$ cat src/rtl/lcg48_pkg.sv
package lcg48_pkg;

    localparam int SEED_W = 48;
    localparam int MUL_W  = 35;
    localparam int CHUNK_W = 16;
    localparam int DRAW31_W = 31;

    localparam logic [MUL_W-1:0]  LCG_MUL = 35'h5DEECE66D;
    localparam logic [SEED_W-1:0] LCG_ADD = 48'hB;
    localparam logic [SEED_W-1:0] LCG_DEFAULT_SEED = 48'd5489;
    localparam logic [SEED_W-1:0] LCG_RESET_SEED =
        LCG_DEFAULT_SEED ^ {{(SEED_W-MUL_W){1'b0}}, LCG_MUL};

    // item modes (s_tuser)
    localparam logic [2:0] MODE_RESEED  = 3'd0;
    localparam logic [2:0] MODE_RAW     = 3'd1;
    localparam logic [2:0] MODE_BOUNDED = 3'd2;
    localparam logic [2:0] MODE_LONG    = 3'd3;
    localparam logic [2:0] MODE_DOUBLE  = 3'd4;

    // handshake pair between the sequencer and an iterative unit
    typedef struct packed {
        logic busy;
        logic done;
    } unit_status_t;

endpackage

$ cat src/rtl/lcg48_mul.sv
module lcg48_mul (
    input  logic                          clk,
    input  logic                          rst_n,
    input  logic                          start,
    input  logic [lcg48_pkg::SEED_W-1:0]  seed_in,
    output lcg48_pkg::unit_status_t       status,
    output logic [lcg48_pkg::SEED_W-1:0]  seed_out
);
    import lcg48_pkg::*;

    // seed * LCG_MUL + LCG_ADD mod 2^48, one 16-bit slice of the seed per cycle
    logic [SEED_W-1:0]            src_reg;
    logic [SEED_W-1:0]            acc_reg;
    logic [1:0]                   cnt_reg;
    logic                         busy_reg;
    logic                         done_reg;
    logic [CHUNK_W-1:0]           chunk;
    logic [CHUNK_W+MUL_W-1:0]     prod;
    logic [SEED_W-1:0]            part;

    always_comb
    begin
        unique case (cnt_reg)
            2'd0:    chunk = src_reg[15:0];
            2'd1:    chunk = src_reg[31:16];
            default: chunk = src_reg[47:32];
        endcase
        prod = chunk * LCG_MUL;
        part = prod[SEED_W-1:0] << {cnt_reg, 4'b0000};
    end

    always_ff @(posedge clk or negedge rst_n)
    begin
        if (!rst_n)
        begin
            busy_reg <= 1'b0;
            done_reg <= 1'b0;
            cnt_reg  <= 2'd0;
        end
        else
        begin
            done_reg <= 1'b0;
            if (start)
            begin
                busy_reg <= 1'b1;
                cnt_reg  <= 2'd0;
            end
            else if (busy_reg)
            begin
                cnt_reg <= cnt_reg + 2'd1;
                if (cnt_reg == 2'd2)
                begin
                    busy_reg <= 1'b0;
                    done_reg <= 1'b1;
                end
            end
        end
    end

    always_ff @(posedge clk)
    begin
        if (start)
        begin
            src_reg <= seed_in;
            acc_reg <= LCG_ADD;
        end
        else if (busy_reg)
        begin
            acc_reg <= acc_reg + part;
        end
    end

    assign status.busy = busy_reg;
    assign status.done = done_reg;
    assign seed_out    = acc_reg;

endmodule

$ cat src/rtl/lcg48_mod.sv
module lcg48_mod (
    input  logic                            clk,
    input  logic                            rst_n,
    input  logic                            start,
    input  logic [lcg48_pkg::DRAW31_W-1:0]  dividend,
    input  logic [lcg48_pkg::DRAW31_W-1:0]  divisor,
    output lcg48_pkg::unit_status_t         status,
    output logic [lcg48_pkg::DRAW31_W-1:0]  rem
);
    import lcg48_pkg::*;

    // restoring remainder, one dividend bit per cycle, MSB first
    logic [DRAW31_W-1:0] dvd_reg;
    logic [DRAW31_W-1:0] dsr_reg;
    logic [DRAW31_W-1:0] rem_reg;
    logic [4:0]          cnt_reg;
    logic                busy_reg;
    logic                done_reg;
    logic [DRAW31_W:0]   trial;
    logic [DRAW31_W:0]   diff;

    always_comb
    begin
        trial = {rem_reg, dvd_reg[DRAW31_W-1]};
        diff  = trial - {1'b0, dsr_reg};
    end

    always_ff @(posedge clk or negedge rst_n)
    begin
        if (!rst_n)
        begin
            busy_reg <= 1'b0;
            done_reg <= 1'b0;
            cnt_reg  <= 5'd0;
        end
        else
        begin
            done_reg <= 1'b0;
            if (start)
            begin
                busy_reg <= 1'b1;
                cnt_reg  <= 5'd0;
            end
            else if (busy_reg)
            begin
                cnt_reg <= cnt_reg + 5'd1;
                if (cnt_reg == 5'(DRAW31_W - 1))
                begin
                    busy_reg <= 1'b0;
                    done_reg <= 1'b1;
                end
            end
        end
    end

    always_ff @(posedge clk)
    begin
        if (start)
        begin
            dvd_reg <= dividend;
            dsr_reg <= divisor;
            rem_reg <= '0;
        end
        else if (busy_reg)
        begin
            dvd_reg <= {dvd_reg[DRAW31_W-2:0], 1'b0};
            if (!diff[DRAW31_W])
                rem_reg <= diff[DRAW31_W-1:0];
            else
                rem_reg <= trial[DRAW31_W-1:0];
        end
    end

    assign status.busy = busy_reg;
    assign status.done = done_reg;
    assign rem         = rem_reg;

endmodule

$ cat src/rtl/lcg48_random_generator_core.sv
// 48-bit linear congruential generator (seed' = seed * 0x5DEECE66D + 0xB mod 2^48).
// Input channel s_*: one beat is one request; s_tuser carries the mode (reseed,
// raw bits, bounded int, long, double fraction), s_tdata the operands.
// Output channel m_*: exactly one result beat per request; m_tdata is the
// 64-bit value, m_tuser flags a bounded request whose bound was zero or less.
// Each seed advance runs through the shared 16x35 multiplier as three partial
// products plus the hand-off. Reseed, bad bounds and unused modes need no advance;
// raw and power-of-two bounded draws take one advance, long and double two.
// Other bounds add a bit-serial remainder plus a rejection check, and each
// rejected draw repeats the advance and the remainder.
// One request is in flight at a time: s_tready is high only when idle, so the
// next beat is taken in the cycle after the result moves out.
// A finished result sits in the output register; the next request is taken
// while it waits. If the receiver stalls, the sequencer holds its following
// result until the output register frees up.
// Reset: the seed loads 5489 ^ 0x5DEECE66D, output valid clears.
module lcg48_random_generator_core (
    input  logic          clk,
    input  logic          rst_n,
    input  logic          s_tvalid,
    output logic          s_tready,
    input  logic [103:0]  s_tdata,   // seed_value[63:0], bit_count[69:64], bound[101:70], pad
    input  logic [2:0]    s_tuser,   // mode[2:0]
    output logic          m_tvalid,
    input  logic          m_tready,
    output logic [63:0]   m_tdata,   // value[63:0]
    output logic          m_tuser    // bad_bound
);
    import lcg48_pkg::*;

    localparam logic [2:0] S_IDLE = 3'd0;
    localparam logic [2:0] S_DRAW = 3'd1;   // waiting on the multiplier
    localparam logic [2:0] S_MOD  = 3'd2;   // waiting on the remainder unit
    localparam logic [2:0] S_DONE = 3'd3;   // result ready for the output register

    logic [2:0]          state_reg, state_next;
    logic [SEED_W-1:0]   seed_reg, seed_next;
    logic [2:0]          mode_reg, mode_next;
    logic [5:0]          nbits_reg, nbits_next;
    logic [31:0]         bnd_reg, bnd_next;
    logic                first_reg, first_next;
    logic [31:0]         hi_reg, hi_next;
    logic [DRAW31_W-1:0] r_reg, r_next;
    logic [63:0]         value_reg, value_next;
    logic                bad_reg, bad_next;
    logic                m_valid_reg, m_valid_next;
    logic [63:0]         m_data_reg, m_data_next;
    logic                m_bad_reg, m_bad_next;

    // input unpacking
    logic [63:0] in_seed;
    logic [5:0]  in_nbits;
    logic [31:0] in_bound;

    // shared units
    logic                mul_start;
    unit_status_t        mul_status;
    logic [SEED_W-1:0]   mul_seed;
    logic                mod_start;
    unit_status_t        mod_status;
    logic [DRAW31_W-1:0] mod_rem;

    // draw helpers
    logic [31:0]         top32;
    logic [31:0]         raw_word;
    logic [DRAW31_W-1:0] draw31;
    logic                bnd_pow2;
    logic [62:0]         pow2_prod;
    logic [31:0]         wrap_sum;

    assign in_seed  = s_tdata[63:0];
    assign in_nbits = s_tdata[69:64];
    assign in_bound = s_tdata[101:70];

    assign top32     = mul_seed[47:16];
    assign draw31    = mul_seed[47:17];
    assign raw_word  = (nbits_reg == 6'd0) ? 32'd0 : (top32 >> (6'd32 - nbits_reg));
    assign bnd_pow2  = ((bnd_reg & (bnd_reg - 32'd1)) == 32'd0);
    assign pow2_prod = bnd_reg * draw31;
    assign wrap_sum  = {1'b0, r_reg} - {1'b0, mod_rem} + bnd_reg - 32'd1;

    lcg48_mul u_mul (
        .clk      (clk),
        .rst_n    (rst_n),
        .start    (mul_start),
        .seed_in  (seed_next),
        .status   (mul_status),
        .seed_out (mul_seed)
    );

    lcg48_mod u_mod (
        .clk      (clk),
        .rst_n    (rst_n),
        .start    (mod_start),
        .dividend (draw31),
        .divisor  (bnd_reg[DRAW31_W-1:0]),
        .status   (mod_status),
        .rem      (mod_rem)
    );

    always_comb
    begin
        state_next   = state_reg;
        seed_next    = seed_reg;
        mode_next    = mode_reg;
        nbits_next   = nbits_reg;
        bnd_next     = bnd_reg;
        first_next   = first_reg;
        hi_next      = hi_reg;
        r_next       = r_reg;
        value_next   = value_reg;
        bad_next     = bad_reg;
        m_valid_next = m_valid_reg && !m_tready;
        m_data_next  = m_data_reg;
        m_bad_next   = m_bad_reg;
        mul_start    = 1'b0;
        mod_start    = 1'b0;

        unique case (state_reg)
            S_IDLE:
            begin
                if (s_tvalid)
                begin
                    mode_next  = s_tuser;
                    nbits_next = (in_nbits > 6'd32) ? 6'd32 : in_nbits;
                    bnd_next   = in_bound;
                    first_next = 1'b1;
                    value_next = 64'd0;
                    bad_next   = 1'b0;
                    unique case (s_tuser)
                        MODE_RESEED:
                        begin
                            seed_next  = in_seed[SEED_W-1:0] ^
                                         {{(SEED_W-MUL_W){1'b0}}, LCG_MUL};
                            state_next = S_DONE;
                        end
                        MODE_RAW, MODE_LONG, MODE_DOUBLE:
                        begin
                            mul_start  = 1'b1;
                            state_next = S_DRAW;
                        end
                        MODE_BOUNDED:
                        begin
                            if (in_bound == 32'd0 || in_bound[31])
                            begin
                                bad_next   = 1'b1;
                                state_next = S_DONE;
                            end
                            else
                            begin
                                mul_start  = 1'b1;
                                state_next = S_DRAW;
                            end
                        end
                        default:
                            state_next = S_DONE;
                    endcase
                end
            end

            S_DRAW:
            begin
                if (mul_status.done)
                begin
                    seed_next = mul_seed;
                    unique case (mode_reg)
                        MODE_RAW:
                        begin
                            value_next = {{32{raw_word[31]}}, raw_word};
                            state_next = S_DONE;
                        end
                        MODE_BOUNDED:
                        begin
                            if (bnd_pow2)
                            begin
                                value_next = {32'd0, pow2_prod[62:31]};
                                state_next = S_DONE;
                            end
                            else
                            begin
                                r_next     = draw31;
                                mod_start  = 1'b1;
                                state_next = S_MOD;
                            end
                        end
                        MODE_LONG:
                        begin
                            if (first_reg)
                            begin
                                hi_next    = top32;
                                first_next = 1'b0;
                                mul_start  = 1'b1;
                            end
                            else
                            begin
                                value_next = {hi_reg, 32'd0} + {{32{top32[31]}}, top32};
                                state_next = S_DONE;
                            end
                        end
                        MODE_DOUBLE:
                        begin
                            if (first_reg)
                            begin
                                hi_next    = {6'd0, mul_seed[47:22]};
                                first_next = 1'b0;
                                mul_start  = 1'b1;
                            end
                            else
                            begin
                                value_next = {11'd0, hi_reg[25:0], mul_seed[47:21]};
                                state_next = S_DONE;
                            end
                        end
                        default:
                            state_next = S_DONE;
                    endcase
                end
            end

            S_MOD:
            begin
                if (mod_status.done)
                begin
                    if (wrap_sum[31])
                    begin
                        // rejected draw: advance again
                        mul_start  = 1'b1;
                        state_next = S_DRAW;
                    end
                    else
                    begin
                        value_next = {33'd0, mod_rem};
                        state_next = S_DONE;
                    end
                end
            end

            S_DONE:
            begin
                if (!m_valid_reg || m_tready)
                begin
                    m_valid_next = 1'b1;
                    m_data_next  = value_reg;
                    m_bad_next   = bad_reg;
                    state_next   = S_IDLE;
                end
            end

            default:
                state_next = S_IDLE;
        endcase
    end

    always_ff @(posedge clk or negedge rst_n)
    begin
        if (!rst_n)
        begin
            state_reg   <= S_IDLE;
            seed_reg    <= LCG_RESET_SEED;
            m_valid_reg <= 1'b0;
        end
        else
        begin
            state_reg   <= state_next;
            seed_reg    <= seed_next;
            m_valid_reg <= m_valid_next;
        end
    end

    always_ff @(posedge clk)
    begin
        mode_reg   <= mode_next;
        nbits_reg  <= nbits_next;
        bnd_reg    <= bnd_next;
        first_reg  <= first_next;
        hi_reg     <= hi_next;
        r_reg      <= r_next;
        value_reg  <= value_next;
        bad_reg    <= bad_next;
        m_data_reg <= m_data_next;
        m_bad_reg  <= m_bad_next;
    end

    assign s_tready = (state_reg == S_IDLE);
    assign m_tvalid = m_valid_reg;
    assign m_tdata  = m_data_reg;
    assign m_tuser  = m_bad_reg;

    // multiplier results only arrive while the sequencer waits for them
    a_mul_done_in_draw: assert property (@(posedge clk) disable iff (!rst_n)
        mul_status.done |-> (state_reg == S_DRAW))
        else $error("multiplier finished outside the draw state");

    // remainder stays below the bound
    a_mod_rem_bound: assert property (@(posedge clk) disable iff (!rst_n)
        mod_status.done |-> (state_reg == S_MOD) && ({1'b0, mod_rem} < bnd_reg))
        else $error("remainder out of range");

    // no unit is running while a new request can be taken
    a_idle_units: assert property (@(posedge clk) disable iff (!rst_n)
        s_tready |-> !mul_status.busy && !mod_status.busy)
        else $error("shared unit busy while idle");

    // a bad-bound result carries a zero value
    a_bad_zero: assert property (@(posedge clk) disable iff (!rst_n)
        $rose(m_tvalid) && m_tuser |-> (m_tdata == 64'd0))
        else $error("bad bound result with nonzero value");

endmodule
$ cat config.mk
export PLATFORM = sky130hd
export DESIGN_NAME = lcg48_random_generator_core
export DESIGN_NICKNAME = d
export VERILOG_FILES = /design/src/rtl/lcg48_pkg.sv /design/src/rtl/lcg48_mul.sv /design/src/rtl/lcg48_mod.sv /design/src/rtl/lcg48_random_generator_core.sv
export SDC_FILE = /design/constraint.sdc
export NUM_CORES = 2
export LEC_CHECK = 0
export BUFFER_PORTS_ARGS = -buffer_cell sky130_fd_sc_hd__buf_2
export CAP_MARGIN = 20
export CORE_AREA = 2 2 401 363
export DETAILED_ROUTE_END_ITERATION = 8
export DIE_AREA = 0 0 403 365
export GPL_TIMING_DRIVEN = 0
export PLACE_DENSITY = 0.76
export SYNTH_ARGS = -nofsm -noshare
export SYNTH_HDL_FRONTEND = slang
export SYNTH_SLANG_ARGS = --single-unit
$ cat constraint.sdc
create_clock -name clk -period 10 [get_ports clk]
set_clock_uncertainty 0.1 [all_clocks]
set_input_delay 0.5 -clock clk [delete_from_list [all_inputs] [get_ports clk]]
set_output_delay 0.5 -clock clk [all_outputs]
set_load 0.1 [all_outputs]
==> impl_metrics.ini <==
[clock_network]
htreeDepth = 2
cts_tree = done
clock_latency_ns = 0.66
cts_sinks = 486
cts.path.max_buffers = 3
numCtsBuffers = 53
path_clk_slew_ns = 0.06
root_buffer = clkbuf_16

[timing]
finalSetupTns_ns = 0
final_max_slew_viol_count = 0
layout_min_cycle_time_ns = 9.99
max_freq_mhz = 100
relSlewSlack = 0.245
finalHoldViolations = 0
tightest_slew_ns = 1.13
layout_setup_ws_ns = 0.00900
rsz0062_at_grt = true
setup_viol = 0
timing.final.crit_share = 0.999

[setup_path]
start_kind = flop
reg2reg_to = u_mul.seed_out[47]
cp.required_ns = 10.48
max_stage_delay_ns = 0.56
worst_setup_path_end_kind = flop
path_max_fanout = 8
slowest_stage = or4_4
reg2regPathDepth = 39
path_class = flop to flop
ff2ff_setup_slack_ns = 0.009
cp_data_arrival_time_ns = 10.47
crit_top_cell = buf_4
r2r_start = u_mul.cnt_reg[0]

[yosys]
yosys_most_used_dff = edfxtp_1
syn_avg_cell_area_um2 = 9.24
ys_seq_elements = 486
syn_inst = 7552
yosys_warnings = 0
synth_fp_nets = 9351
synth_edf_count = 345
netlist_area_um2 = 69800
async_flop_share = 0.128
ys_seq_area_frac = 0.194
ys_types = 92

[layout]
utilization = 0.542
drive_above_1_share = 0.0933
final_common_cell = inv_1
fill_cells = 12800
most-common-layout-cells = inv_1, fa_1, nand2_1
multi_input_area_um2 = 49800
layout.area.seq_um2 = 13500
area_growth_pct = 11.0
nets = 9682

[routing]
drtIter0Drc = 7209
dr.pass1.iters = 7
via_per_inst = 5.97
num_vias = 58600
wirelength_um = 258000
wl_per_cell_um = 26.3
drc = 0
drtAntennaViolNets = 0

[die]
die_y_um = 365
die_w_um = 403
rows = 132
start_util = 0.488
die-area_um2 = 147000
io_pins = 178
core_area_um2 = 143000

[global_routing]
grt_overflow = 0
antenna_found_initial = 27
track_usage = 0.350
grt_max_degree = 62
grt_pass1_wl_um = 378000
grt_pass1_vias = 59200

[placed_design]
place.gp.congestion = 1.06
post-place-ws_ns = -2.43
dpl.hpwl_um = 210000
io_buffer_count = 159

[min_path]
hp-class = input pin to flop
worstHoldEndpoint = bnd_reg[26]
min_path_cells = 1
hp-start = s_tdata[96]

[run_status]
status = finished clean

[flow_run]
max-cap-violations = 0
==> worst max-delay path, delay by kind of cell, from the launching register on <==
family	cells	cell delay, ns
mux	1	0.18
xor+xnor	2	0.38
fa+ha+maj	9	3.93
buf+inv	9	1.06
simple gates	6	1.43
compound gates	12	2.38
flops	1	0.42
==> worst max path at each step <==
stage / start / end / slack (ns)
2_1_floorplan: u_mul.cnt_reg[0] / u_mul.seed_out[47] / 0.07
3_3_place_gp: u_mul.cnt_reg[0] / u_mul.seed_out[47] / -2.39
3_5_place_dp: u_mul.cnt_reg[0] / u_mul.seed_out[47] / -2.43
4_1_cts: u_mul.cnt_reg[0] / u_mul.seed_out[47] / -0.01
5_1_grt: u_mul.cnt_reg[1] / u_mul.seed_out[47] / -0.29
6_report: u_mul.cnt_reg[0] / u_mul.seed_out[47] / 0.009
==> kinds of logic (layout without fill, tap and decap cells) <==
family	after synthesis	in the layout	share of synthesized area
compound gates	1119	1119	0.104
xor+xnor	176	176	0.0222
fa+ha+maj	1689	1689	0.424
buf+inv	1957	2333	0.106
flops	486	486	0.194
mux	149	149	0.0255
other cells	0	22	0
simple gates	1976	1976	0.124
==> synthesized netlist by cell type, types with 54 or more instances <==
master / count / share of area
inv_1: 1543 / 0.083
fa_1: 1129 / 0.32
nand2_1: 1129 / 0.061
ha_1: 559 / 0.10
clkbuf_1: 386 / 0.021
a21oi_1: 374 / 0.027
edfxtp_1: 345 / 0.15
nor2_1: 318 / 0.017
and2_1: 197 / 0.018
o21ai_0: 159 / 0.011
a21o_1: 130 / 0.014
xnor2_1: 101 / 0.013
dfxtp_1: 79 / 0.023
xor2_1: 74 / 0.0093
mux2i_1: 72 / 0.010
nor3_1: 64 / 0.0046
nand3_1: 54 / 0.0039
==> repair_timing <==
| action | 4_1_cts | 5_1_grt |
|---|---|---|
| buffers inserted | 28 | 57 |
| gates cloned | 2 | 0 |
| setup endpoints to repair | 56 | 34 |
| hold buffers | 28 | 0 |
| resized for setup | 170 | 278 |
| hold endpoints to repair | 79 | 0 |
| pin swaps | 20 | 50 |
==> through the flow <==
stage | hold slack, ns | std cells | instance area, µm²
CTS | 0.00883 | 9766 | 76400
finish | 0.0291 | 9826 | 77500
floorplan | 0.104 | 7552 | 69800
detailed placement | 0.281 | 9614 | 73400
global route | 0.0209 | 9809 | 77400
global placement | 0.301 | 9587 | 72900
==> area by class of cell <==
cell class                      count  area share
Tap cell                         1876      0.0303
Clock buffer                       67      0.0185
Multi-Input combinational cell   5109       0.643
Inverter                         1547      0.0754
Clock inverter                     33     0.00560
Antenna cell                       22    0.000711
Buffer                            382      0.0218
Sequential cell                   486       0.175
Timing Repair Buffer              304      0.0300
==> routing by layer <==
metal	track usage	wire, µm	share of wire
met1	0.482	102000	0.39
met2	0.503	106000	0.41
met3	0.117	36300	0.14
met4	0.153	13600	0.053
met5	0	188	0.00073
Power is not shown: default switching activity piles up to over one toggle a cycle in this logic, so the estimate is an artifact.
